<file path="src/design/assert_macros.svh">
`ifndef ASSERT_MACROS_SVH
`define ASSERT_MACROS_SVH

// condition that must hold at every clock edge out of reset
`define AST_HOLD(lbl, cond, msg) \
  lbl: assert property (@(posedge clk) disable iff (!rst_n) (cond)) else $error(msg);

// condition in one cycle forces a consequence in the next
`define AST_NEXT(lbl, ante, cons, msg) \
  lbl: assert property (@(posedge clk) disable iff (!rst_n) (ante) |=> (cons)) else $error(msg);

`endif

</file>
<file path="src/design/tksd_pkg.sv">
`default_nettype none

package tksd_pkg;

  // pending window geometry
  localparam int DEPTH = 5;
  localparam int CNT_W = $clog2(DEPTH + 1);
  localparam int IDX_W = $clog2(DEPTH);

  // terminal byte codes
  localparam logic [7:0] BYTE_ESC   = 8'h1B;
  localparam logic [7:0] BYTE_CSI   = 8'h5B;
  localparam logic [7:0] BYTE_SS3   = 8'h4F;
  localparam logic [7:0] BYTE_TILDE = 8'h7E;
  localparam logic [7:0] CTRL_MAX   = 8'h1A;
  localparam logic [7:0] CTRL_OFS   = 8'h40;
  localparam logic [7:0] ALT_OFS    = 8'h20;
  localparam logic [7:0] SS3_ALT_OFS = 8'h1F;

  // dense special key codes
  localparam logic [6:0] CODE_UP   = 7'd0;
  localparam logic [6:0] CODE_HOME = 7'd4;
  localparam logic [6:0] CODE_F1   = 7'd10;
  localparam logic [6:0] CODE_F5   = 7'd14;

  typedef enum logic [1:0] {
    KIND_CHAR    = 2'd0,
    KIND_CTRL    = 2'd1,
    KIND_ALT     = 2'd2,
    KIND_SPECIAL = 2'd3
  } kind_t;

  typedef logic [DEPTH-1:0][7:0] win_t;

  // outcome of one window decode
  typedef struct packed {
    logic             emit;
    kind_t            kind;
    logic [6:0]       value;
    logic [CNT_W-1:0] used;
  } dec_t;

  // window status toward the top level
  typedef struct packed {
    dec_t             dec;
    logic [CNT_W-1:0] count;
  } win_status_t;

endpackage

`default_nettype wire

</file>
<file path="src/design/tksd_decode.sv">
`default_nettype none

module tksd_decode (
  input  tksd_pkg::win_t             win,
  input  logic [tksd_pkg::CNT_W-1:0] n,
  output tksd_pkg::dec_t             dec
);

  localparam int CW = tksd_pkg::CNT_W;

  // decode the window from its first byte
  always_comb begin
    dec = '{emit: 1'b0, kind: tksd_pkg::KIND_CHAR, value: 7'd0, used: '0};
    if (n != '0) begin
      if (win[0] != tksd_pkg::BYTE_ESC) begin
        // single byte: printable, control, or dropped
        dec.used = CW'(1);
        if (win[0] inside {[8'h20:8'h7E]}) begin
          dec.emit  = 1'b1;
          dec.kind  = tksd_pkg::KIND_CHAR;
          dec.value = win[0][6:0];
        end else if (win[0] <= tksd_pkg::CTRL_MAX) begin
          dec.emit  = 1'b1;
          dec.kind  = tksd_pkg::KIND_CTRL;
          dec.value = 7'(win[0] + tksd_pkg::CTRL_OFS);
        end
      end else if (n >= CW'(2)) begin
        if (win[1] == tksd_pkg::BYTE_ESC) begin
          // doubled escape drops the first one
          dec.used = CW'(1);
        end else if (win[1] == tksd_pkg::BYTE_CSI) begin
          if (n >= CW'(3)) begin
            if (win[2] inside {[8'h41:8'h44]}) begin
              // arrows
              dec.emit  = 1'b1;
              dec.kind  = tksd_pkg::KIND_SPECIAL;
              dec.value = 7'(win[2] - 8'h41) + tksd_pkg::CODE_UP;
              dec.used  = CW'(3);
            end else if (n >= CW'(4)) begin
              if ((win[2] inside {[8'h31:8'h36]}) && win[3] == tksd_pkg::BYTE_TILDE) begin
                // home group
                dec.emit  = 1'b1;
                dec.kind  = tksd_pkg::KIND_SPECIAL;
                dec.value = 7'(win[2] - 8'h31) + tksd_pkg::CODE_HOME;
                dec.used  = CW'(4);
              end else if (n >= CW'(5)) begin
                // five byte function keys, else drop all five
                dec.used = CW'(5);
                if (win[2] == 8'h31 && win[4] == tksd_pkg::BYTE_TILDE &&
                    (win[3] inside {[8'h36:8'h3D]})) begin
                  dec.emit  = 1'b1;
                  dec.kind  = tksd_pkg::KIND_SPECIAL;
                  dec.value = 7'(win[3] - 8'h36) + tksd_pkg::CODE_F5;
                end
              end
            end
          end
        end else if (win[1] == tksd_pkg::BYTE_SS3) begin
          if (n >= CW'(3)) begin
            dec.used = CW'(3);
            if (win[2] inside {[8'h50:8'h53]}) begin
              dec.emit  = 1'b1;
              dec.kind  = tksd_pkg::KIND_SPECIAL;
              dec.value = 7'(win[2] - 8'h50) + tksd_pkg::CODE_F1;
            end else if (win[2] inside {[8'h61:8'h7A]}) begin
              dec.emit  = 1'b1;
              dec.kind  = tksd_pkg::KIND_ALT;
              dec.value = 7'(win[2] - tksd_pkg::SS3_ALT_OFS);
            end
          end
        end else begin
          // escape plus letter is an alt key
          dec.used = CW'(2);
          if (win[1] inside {[8'h61:8'h7A]}) begin
            dec.emit  = 1'b1;
            dec.kind  = tksd_pkg::KIND_ALT;
            dec.value = 7'(win[1] - tksd_pkg::ALT_OFS);
          end
        end
      end
    end
  end

endmodule

`default_nettype wire

</file>
<file path="src/design/tksd_window.sv">
`default_nettype none

module tksd_window (
  input  logic                  clk,
  input  logic                  rst_n,
  input  logic                  advance,
  input  logic [7:0]            rx_byte,
  output tksd_pkg::win_status_t status
);

  localparam int DEPTH = tksd_pkg::DEPTH;
  localparam int CW    = tksd_pkg::CNT_W;
  localparam int IW    = tksd_pkg::IDX_W;

  tksd_pkg::win_t   bytes_r, bytes_nxt;
  logic [CW-1:0]    count_r, count_nxt;
  tksd_pkg::win_t   win_a;
  logic [CW-1:0]    n_a;
  tksd_pkg::dec_t   dec;

  // append the new byte unless the window is full
  always_comb begin
    win_a = bytes_r;
    n_a   = count_r;
    if (count_r < CW'(DEPTH)) begin
      win_a[count_r[IW-1:0]] = rx_byte;
      n_a = count_r + CW'(1);
    end
  end

  tksd_decode u_decode (
    .win (win_a),
    .n   (n_a),
    .dec (dec)
  );

  // drop the used bytes from the front
  always_comb begin
    logic [CW:0] src;
    bytes_nxt = win_a;
    for (int i = 0; i < DEPTH; i++) begin
      src = (CW + 1)'(i) + {1'b0, dec.used};
      if (src < (CW + 1)'(DEPTH)) begin
        bytes_nxt[i] = win_a[src[IW-1:0]];
      end
    end
    count_nxt = n_a - dec.used;
  end

  // window state, updated once per item
  always_ff @(posedge clk) begin
    if (!rst_n) begin
      count_r <= '0;
    end else if (advance) begin
      count_r <= count_nxt;
    end
  end

  always_ff @(posedge clk) begin
    if (advance) begin
      bytes_r <= bytes_nxt;
    end
  end

  assign status.dec   = dec;
  assign status.count = count_r;

endmodule

`default_nettype wire

</file>
<file path="src/design/terminal_key_sequence_decoder.sv">
// channel  | ports                                   | direction
// ---------+-----------------------------------------+----------
// input    | in_valid, in_stall, in_rx_byte          | in
// result   | out_valid, out_stall, out_event_kind,   | out
//          | out_key_value                           |
//
// one item per cycle sustained while no result is stalled; an accepted item
// passes the input register, then window decode into the result register
// rst_n is synchronous: it empties the pending window and both registers
// out_stall holds a valid result register; the input register then holds too
// and in_stall rises only while a taken item waits behind a stalled result
`default_nettype none

module terminal_key_sequence_decoder (
  input  logic       clk,
  input  logic       rst_n,
  input  logic       in_valid,
  output logic       in_stall,
  input  logic [7:0] in_rx_byte,
  output logic       out_valid,
  input  logic       out_stall,
  output logic [1:0] out_event_kind,
  output logic [6:0] out_key_value
);

`include "assert_macros.svh"

  logic                  in_valid_r, in_valid_nxt;
  logic [7:0]            in_byte_r;
  logic                  out_valid_r, out_valid_nxt;
  tksd_pkg::kind_t       out_kind_r;
  logic [6:0]            out_value_r;
  logic                  out_free;
  logic                  advance;
  logic                  in_take;
  tksd_pkg::win_status_t st;

  // handshake control
  assign out_free = !out_valid_r || !out_stall;
  assign advance  = in_valid_r && out_free;
  assign in_stall = in_valid_r && !out_free;
  assign in_take  = in_valid && !in_stall;

  always_comb begin
    in_valid_nxt = in_valid_r;
    if (in_take) begin
      in_valid_nxt = 1'b1;
    end else if (advance) begin
      in_valid_nxt = 1'b0;
    end
    out_valid_nxt = out_valid_r;
    if (out_free) begin
      out_valid_nxt = advance && st.dec.emit;
    end
  end

  // input register
  always_ff @(posedge clk) begin
    if (!rst_n) begin
      in_valid_r <= 1'b0;
    end else begin
      in_valid_r <= in_valid_nxt;
    end
  end

  always_ff @(posedge clk) begin
    if (in_take) begin
      in_byte_r <= in_rx_byte;
    end
  end

  tksd_window u_window (
    .clk     (clk),
    .rst_n   (rst_n),
    .advance (advance),
    .rx_byte (in_byte_r),
    .status  (st)
  );

  // result register
  always_ff @(posedge clk) begin
    if (!rst_n) begin
      out_valid_r <= 1'b0;
    end else begin
      out_valid_r <= out_valid_nxt;
    end
  end

  always_ff @(posedge clk) begin
    if (advance && out_free) begin
      out_kind_r  <= st.dec.kind;
      out_value_r <= st.dec.value;
    end
  end

  assign out_valid      = out_valid_r;
  assign out_event_kind = out_kind_r;
  assign out_key_value  = out_value_r;

  // checks
  `AST_HOLD(a_count_bound, st.count <= tksd_pkg::CNT_W'(tksd_pkg::DEPTH), "window count overflow")
  `AST_HOLD(a_emit_consumes, !advance || !st.dec.emit || st.dec.used != '0, "event without bytes used")
  `AST_NEXT(a_no_phantom, out_free && !advance, !out_valid_r, "result without item")

endmodule

`default_nettype wire

</file>
<file path="config.mk">
export PLATFORM = sky130hd
export DESIGN_NAME = terminal_key_sequence_decoder
export DESIGN_NICKNAME = d
export VERILOG_FILES = /design/src/design/tksd_pkg.sv /design/src/design/tksd_decode.sv /design/src/design/tksd_window.sv /design/src/design/terminal_key_sequence_decoder.sv
export VERILOG_INCLUDE_DIRS = /design/src /design/src/design
export SDC_FILE = /design/constraint.sdc
export NUM_CORES = 1
export LEC_CHECK = 0
export ABC_AREA = 1
export BUFFER_PORTS_ARGS = -buffer_cell sky130_fd_sc_hd__buf_2
export CELL_PAD_IN_SITES_DETAIL_PLACEMENT = 1
export CELL_PAD_IN_SITES_GLOBAL_PLACEMENT = 1
export CORE_MARGIN = 2
export CORE_UTILIZATION = 46
export DETAILED_ROUTE_END_ITERATION = 7
export GPL_ROUTABILITY_DRIVEN = 0
export PLACE_DENSITY_LB_ADDON = 0.1
export SYNTH_ARGS = -nofsm -noshare
export SYNTH_HDL_FRONTEND = slang
export SYNTH_SLANG_ARGS = --single-unit
</file>
<file path="constraint.sdc">
create_clock -name clk -period 5.3 [get_ports clk]
set_input_delay 1.06 -clock clk [delete_from_list [all_inputs] [get_ports clk]]
set_output_delay 1.06 -clock clk [all_outputs]
set_load 0.005 [all_outputs]
</file>
==> results of run 1 <==
power groups by stage:
stage                     logic (W)  registers [W]  clock network [W]
after global placement     0.000582       0.000628                  0
after global routing       0.000679       0.000623           0.000588
final                      0.000626       0.000621           0.000570
after CTS                  0.000608       0.000620           0.000571
after floorplan            0.000413       0.000620                  0
after detailed placement   0.000604       0.000630                  0
stage by stage:
step,std cells,utilization,instance area (µm²),worst slack (ns)
6_report,1103,0.508,6420,0.358
5_1_grt,1103,0.508,6420,0.0527
4_1_cts,1103,0.508,6420,0.471
3_5_place_dp,1087,0.487,6140,0.467
3_3_place_gp,1087,0.487,6140,0.682
2_1_floorplan,911,-,5920,1.31
synth_stat cells, types with 4 or more instances:
cell type and instances:
o21ai_0 55, dfxtp_1 5, buf_2 10, edfxtp_1 57, a21boi_1 6, nor3_1 6, inv_1 108, buf_6 9
xor2_1 7, nor2_4 4, ha_1 12, nand2_2 21, o21ai_1 7, nor2_1 93, clkinv_1 4, nand3_1 138
clkbuf_1 8, o211ai_1 7, nand4_1 10, nand2_1 249, inv_2 9, a21oi_1 48
flip-flops by register name, summed over array words and instances, names as in the netlist:
name	cells
u_window.bytes_r	40
out_valid	1
u_window.count_r	3
in_byte_r	8
out_key_value	7
out_event_kind	2
in_valid_r	1
cell families (layout without fill, tap and decap cells):
kind of cell,Yosys count,in the layout,share of synthesized area
buf+inv,152,172,0.112
fa+ha+maj,13,13,0.0287
xor+xnor,8,8,0.0118
flops,62,62,0.306
compound gates,138,138,0.134
mux,2,2,0.00359
simple gates,536,536,0.404
final cells by class:
class / instances / share of cell area
multi-input combinational: 697 / 0.538
clock inverter: 7 / 0.00761
clock buffer: 9 / 0.0351
tap: 172 / 0.0335
timing repair buffer: 34 / 0.0312
sequential: 62 / 0.282
inverter: 122 / 0.0718
worst max-delay path, stage by stage (launching register included):
cell and delay, ns:
dfxtp_1 0.57, nor2_4 0.26, nand2_2 0.20, o21ai_0 0.81
nand2_1 0.17, nor2_1 0.19, nand3_1 0.16, nor2_4 0.20
nand2_1 0.15, a21oi_4 0.24, nand2_4 0.25, inv_1 0.43
ha_1 0.27, inv_1 0.11, o21ai_4 0.30, inv_2 0.13
nor2_1 0.14, a21oi_1 0.07
metal layers:
metal | track usage | up-vias | wire [µm]
met5 | 0 | - | 0
met4 | 0.252 | 0 | 1670
met3 | 0.0703 | 107 | 2000
met2 | 0.584 | 354 | 11300
met1 | 0.437 | 3115 | 9680
li1 | - | 3023 | -
worst paths after layout:
kind | startpoint | endpoint | slack (ns) | depth (start not counted)
worst max register to register | u_window.count_r[0]$_SDFFE_PN0P_ | u_window.bytes_r[15]$_DFFE_PP_ | 0.36 | 17
worst min-delay path | out_valid$_SDFFE_PN0N_ | out_valid$_SDFFE_PN0N_ | 0.51 | 2
worst max-delay path | u_window.count_r[0]$_SDFFE_PN0P_ | u_window.bytes_r[15]$_DFFE_PP_ | 0.36 | 17
worst min register to register | out_valid$_SDFFE_PN0N_ | out_valid$_SDFFE_PN0N_ | 0.51 | 2
==> run_results.csv, run 1 <==
group,metric,value,unit
clocking,cts_resized,0,
sta,drv_slew,0,
clocking,cts_buffers,9,
routing,vias,6599,
routing,drc,0,
global_routing,grtUsageTotal,0.363,
routing,drt_wl_total,24.6,mm
routing,drtPass1Iterations,6,
final_layout,regArea,1810,µm²
critical_path,endpoint_kind,"flip-flop",
clocking,cts_tree,"done",
sta,max_slew_margin,0.341,
synth,synth_edf_count,57,
routing,via_per_inst,5.98,
placed_design,port_buffers,22,
critical_path,critPathKind,"flip-flop to flip-flop",
synth,synthTopCellsByArea,"edfxtp_1 (29%), nand2_1 (16%), nand3_1 (12%), inv_1 (6.8%), nor2_1 (5.9%)",
floorplan,start_util,0.469,
synth,ys_seq_area_frac,0.306,
synth,ys_warn_count,0,
sta,post-route-period-util,0.933,
routing,ant_nets,0,
sta,hold_slack,0.509,ns
hold_path,hp-class,"flip-flop to flip-flop",
pwr,p_total,0.00182,W
synth,ys_ff_latch,62,
floorplan,die_h,117,µm
sta,grt_setup_unrepaired,"false",
synth,syn_area,5920,µm²
pwr,switchingPower,0.000734,W
final_layout,drive_gt1_frac,0.117,
synth,synthArstFlopShare,0,
clocking,holdBufCountCts,0,
synth,synth_cells,911,
synth,netlist.area_leader.share,0.289,
global_routing,first_global_vias,6719,
run_status,status,"completed",
synth,synth_area_leader_cell,"edfxtp_1",
sta,setup-tns-final,0,ns
clocking,post-cts-setup-buffers,0,
clocking,cts_sinks,62,
floorplan,num_io_pins,23,
synth,ys_dominant_reg_cell,"edfxtp_1",
critical_path,start_kind,"flip-flop",
global_routing,antenna_found_initial,0,
sta,fin_crit,4.94,ns
pwr,p_per_area,283,nW/µm²
critical_path,crit_fanout,28,
final_layout,mostFrequentLayoutCells,"nand2_1 (249), nand3_1 (138), inv_1 (108)",
clocking,clock_latency,0.36,ns
final_layout,diodes,0,
final_layout,area_growth,8.32,%
critical_path,critPathArrivalTime,5.05,ns
final_layout,num-fill-cells,1772,
critical_path,required,5.40,ns
global_routing,grt_pass1_wl,38.0,mm
clocking,cts_buffer_depth,2,
final_layout,multiInputGateArea,3450,µm²
synth,syn_avg_cell_area,6.50,µm²
routing,wire_per_inst,22.3,µm
floorplan,die_w,117,µm
final_layout,fin_nets,951,
clocking,clk_pin_slew,0.06,ns
global_routing,grt_max_degree,48,
routing,drtIter0Drc,868,
pwr,pwr-share-comb,0.344,
synth,synth_fp_nets,936,
placed_design,hpwlAfterDp,18.9,mm
sta,setup_violations,0,
floorplan,core,12600,µm²
job,max-cap-violations,0,
pwr,power_frac_clock,0.314,
clocking,cts.htree.levels,3,
sta,clock.fmax,202,MHz
pwr,irDropWorstVdd,0.179,mV
pwr,p_seq_frac,0.342,
floorplan,num_rows,41,
sta,worstMarginPinSlew,0.986,ns
final_layout,final_common_cell,"nand2_1",
clocking,cts-root-buf,"clkbuf_16",
sta,finalHoldViolations,0,
pwr,p_leak,3.04,nW
pwr,sw_frac_of_total,0.404,
floorplan,design.die.area,13800,µm²
synth,synth_cell_types,46,
global_routing,overflow,0,
sta,finalClockSkew,0.00946,ns
pwr,p_int,0.00108,W
(Power assumes the default switching activity.)
==> inputs of run 2 (changes only) <==
--- a/config.mk
+++ b/config.mk
@@ -10,11 +10,11 @@
 export BUFFER_PORTS_ARGS = -buffer_cell sky130_fd_sc_hd__buf_2
 export CELL_PAD_IN_SITES_DETAIL_PLACEMENT = 1
 export CELL_PAD_IN_SITES_GLOBAL_PLACEMENT = 1
-export CORE_MARGIN = 2
 export CORE_UTILIZATION = 46
 export DETAILED_ROUTE_END_ITERATION = 7
 export GPL_ROUTABILITY_DRIVEN = 0
 export PLACE_DENSITY_LB_ADDON = 0.1
 export SYNTH_ARGS = -nofsm -noshare
 export SYNTH_HDL_FRONTEND = slang
+export SYNTH_HIERARCHICAL = 1
 export SYNTH_SLANG_ARGS = --single-unit
==> run_results.csv, run 2 <==
group,metric,value,unit
run_status,status,"completed",
routing,drt_wl_total,25.0,mm
routing,drtPass1Iterations,5,
routing,wire_per_inst,20.9,µm
job,max-cap-violations,0,
global_routing,grt_pass1_wl,38.7,mm
sta,finalHoldViolations,0,
clocking,cts_buffers,9,
sta,max_slew_margin,0.299,
final_layout,top_register,"u_window/bytes_r",
pwr,p_per_area,289,nW/µm²
routing,drc,0,
routing,ant_nets,0,
synth,ys_seq_area_frac,0.281,
pwr,p_leak,3.41,nW
floorplan,num_io_pins,23,
routing,via_per_inst,5.89,
global_routing,antenna_found_initial,0,
synth,yosysMostFrequentCell,"nand2_1",
floorplan,core,13500,µm²
synth,netlist.area_leader.share,0.266,
final_layout,diodes,0,
floorplan,die_w,120,µm
placed_design,port_buffers,22,
placed_design,place_area,6730,µm²
synth,synth_cell_types,48,
critical_path,crit_fanout,13,
routing,drtIter0Drc,701,
sta,drv_slew,0,
sta,fin_crit,4.84,ns
final_layout,largest_reg_flops,40,
critical_path,endpoint_kind,"flip-flop",
synth,synth_fp_nets,1037,
synth,synth_edf_count,57,
critical_path,critPathArrivalTime,4.94,ns
synth,syn_area,6440,µm²
final_layout,area_growth,9.60,%
sta,finalClockSkew,0.0117,ns
final_layout,final_area,7050,µm²
sta,setup-tns-final,0,ns
routing,vias,7060,
clocking,cts_buffer_depth,2,
clocking,clock_latency,0.35,ns
clocking,clk_pin_slew,0.06,ns
global_routing,grtUsageTotal,0.356,
final_layout,final_common_cell,"nand2_1",
global_routing,first_global_vias,6942,
global_routing,overflow,0,
pwr,irDropWorstVdd,0.219,mV
hold_path,hp-class,"flip-flop to flip-flop",
placed_design,hpwlAfterDp,18.8,mm
synth,ys_warn_count,6,
final_layout,mostFrequentLayoutCells,"nand2_1 (252), nand3_1 (227), inv_1 (124)",
clocking,cts_tree,"done",
pwr,p_total,0.00204,W
final_layout,fin_nets,1049,
final_layout,multiInputGateArea,3970,µm²
floorplan,design.die.area,14500,µm²
global_routing,grt_max_degree,50,
synth,ys_dominant_reg_cell,"edfxtp_1",
critical_path,required,5.40,ns
sta,clock.fmax,207,MHz
synth,synth_top_cells_by_count,"nand2_1 (252), nand3_1 (227), inv_1 (124), nor2_1 (92), edfxtp_1 (57)",
sta,grt_setup_unrepaired,"false",
floorplan,die_h,120,µm
clocking,cts_sinks,62,
floorplan,start_util,0.478,
synth,ys_ff_latch,62,
sta,worstMarginPinSlew,1.05,ns
synth,synthTopCellsByArea,"edfxtp_1 (27%), nand3_1 (18%), nand2_1 (15%), inv_1 (7.2%), nor2_1 (5.4%)",
floorplan,num_rows,42,
clocking,cts.htree.levels,3,
synth,synthArstFlopShare,0,
synth,synth_cells,1005,
final_layout,drive_gt1_frac,0.0978,
synth,syn_avg_cell_area,6.40,µm²
critical_path,start_kind,"flip-flop",
clocking,cts-root-buf,"clkbuf_16",
final_layout,regArea,1810,µm²
critical_path,critPathKind,"flip-flop to flip-flop",
final_layout,num-fill-cells,1844,
sta,setup_violations,0,
sta,post-route-period-util,0.913,
synth,synth_area_leader_cell,"edfxtp_1",
run 2: area by class of cell:
type,count,share of cell area
multi-input combinational,774,0.563
timing repair buffer,39,0.0337
inverter,131,0.0701
clock inverter,7,0.0135
sequential,62,0.257
tap,176,0.0312
clock buffer,9,0.0319
run 2: what timing repair did:
action | CTS | global route
resized for setup | 0 | 1
hold buffers | 0 | 0
endpoints found under the setup margin | 0 | 16
buffers inserted | 0 | 0
run 2: path summary, 6_finish.rpt:
| path | start | to | slack, ns | depth (start not counted) |
|---|---|---|---|---|
| worst max-delay path | u_window/count_r[2]$_SDFFE_PN0P_ | u_window/bytes_r[8]$_DFFE_PP_ | 0.46 | 20 |
| worst min-delay path | in_valid_r$_SDFFE_PN0P_ | out_valid$_SDFFE_PN0P_ | 0.50 | 2 |
| worst max register to register | u_window/count_r[2]$_SDFFE_PN0P_ | u_window/bytes_r[8]$_DFFE_PP_ | 0.46 | 20 |
| worst min register to register | in_valid_r$_SDFFE_PN0P_ | out_valid$_SDFFE_PN0P_ | 0.50 | 2 |
run 2: kinds of logic after synthesis:
| logic type | share of synthesized area |
|---|---|
| XOR/XNOR | 0.0136 |
| buffers and inverters | 0.107 |
| flip-flops | 0.281 |
| AO/OA/AOI/OAI | 0.0947 |
| AND/OR/NAND/NOR | 0.463 |
| adder cells (fa/ha/maj) | 0.0400 |
run 2: per-stage QoR:
stage	util	instances	worst slack [ns]	hold WS [ns]
3_3_place_gp	0.500	1182	0.732	0.485
5_1_grt	0.524	1198	0.0971	0.519
2_1_floorplan	-	1005	0.746	0.460
3_5_place_dp	0.500	1182	0.491	0.489
4_1_cts	0.524	1198	0.372	0.497
6_report	0.524	1198	0.458	0.497
run 2: critical path, stage by stage (launching register included):
cell	delay [ns]
dfxtp_1	0.42
inv_1	0.18
nand3_1	0.40
nand2_1	0.24
and2_1	0.36
inv_1	0.17
ha_1	0.30
nand3_2	0.10
nand3_2	0.27
nand2_2	0.21
a21oi_1	0.06
nor3_1	0.17
o21ai_1	0.12
o21ai_4	0.08
inv_1	0.08
ha_1	0.30
clkinv_1	0.40
nand2_1	0.42
nor2_1	0.09
nor2_1	0.11
a21oi_1	0.09
run 2: power by group:
| group | switching, W | internal [W] | leakage (nW) | total [W] |
|---|---|---|---|---|
| registers | 0.0000140 | 0.000599 | 0.582 | 0.000613 |
| logic | 0.000548 | 0.000214 | 2.67 | 0.000762 |
| clock network | 0.000251 | 0.000413 | 0.156 | 0.000664 |
run 2: metal layers:
metal,wire length [µm],up-vias,track usage
met3,2010,66,0.0792
met1,11200,3371,0.489
met2,10900,290,0.540
li1,-,3333,-
met4,884,0,0.146
met5,0,-,0
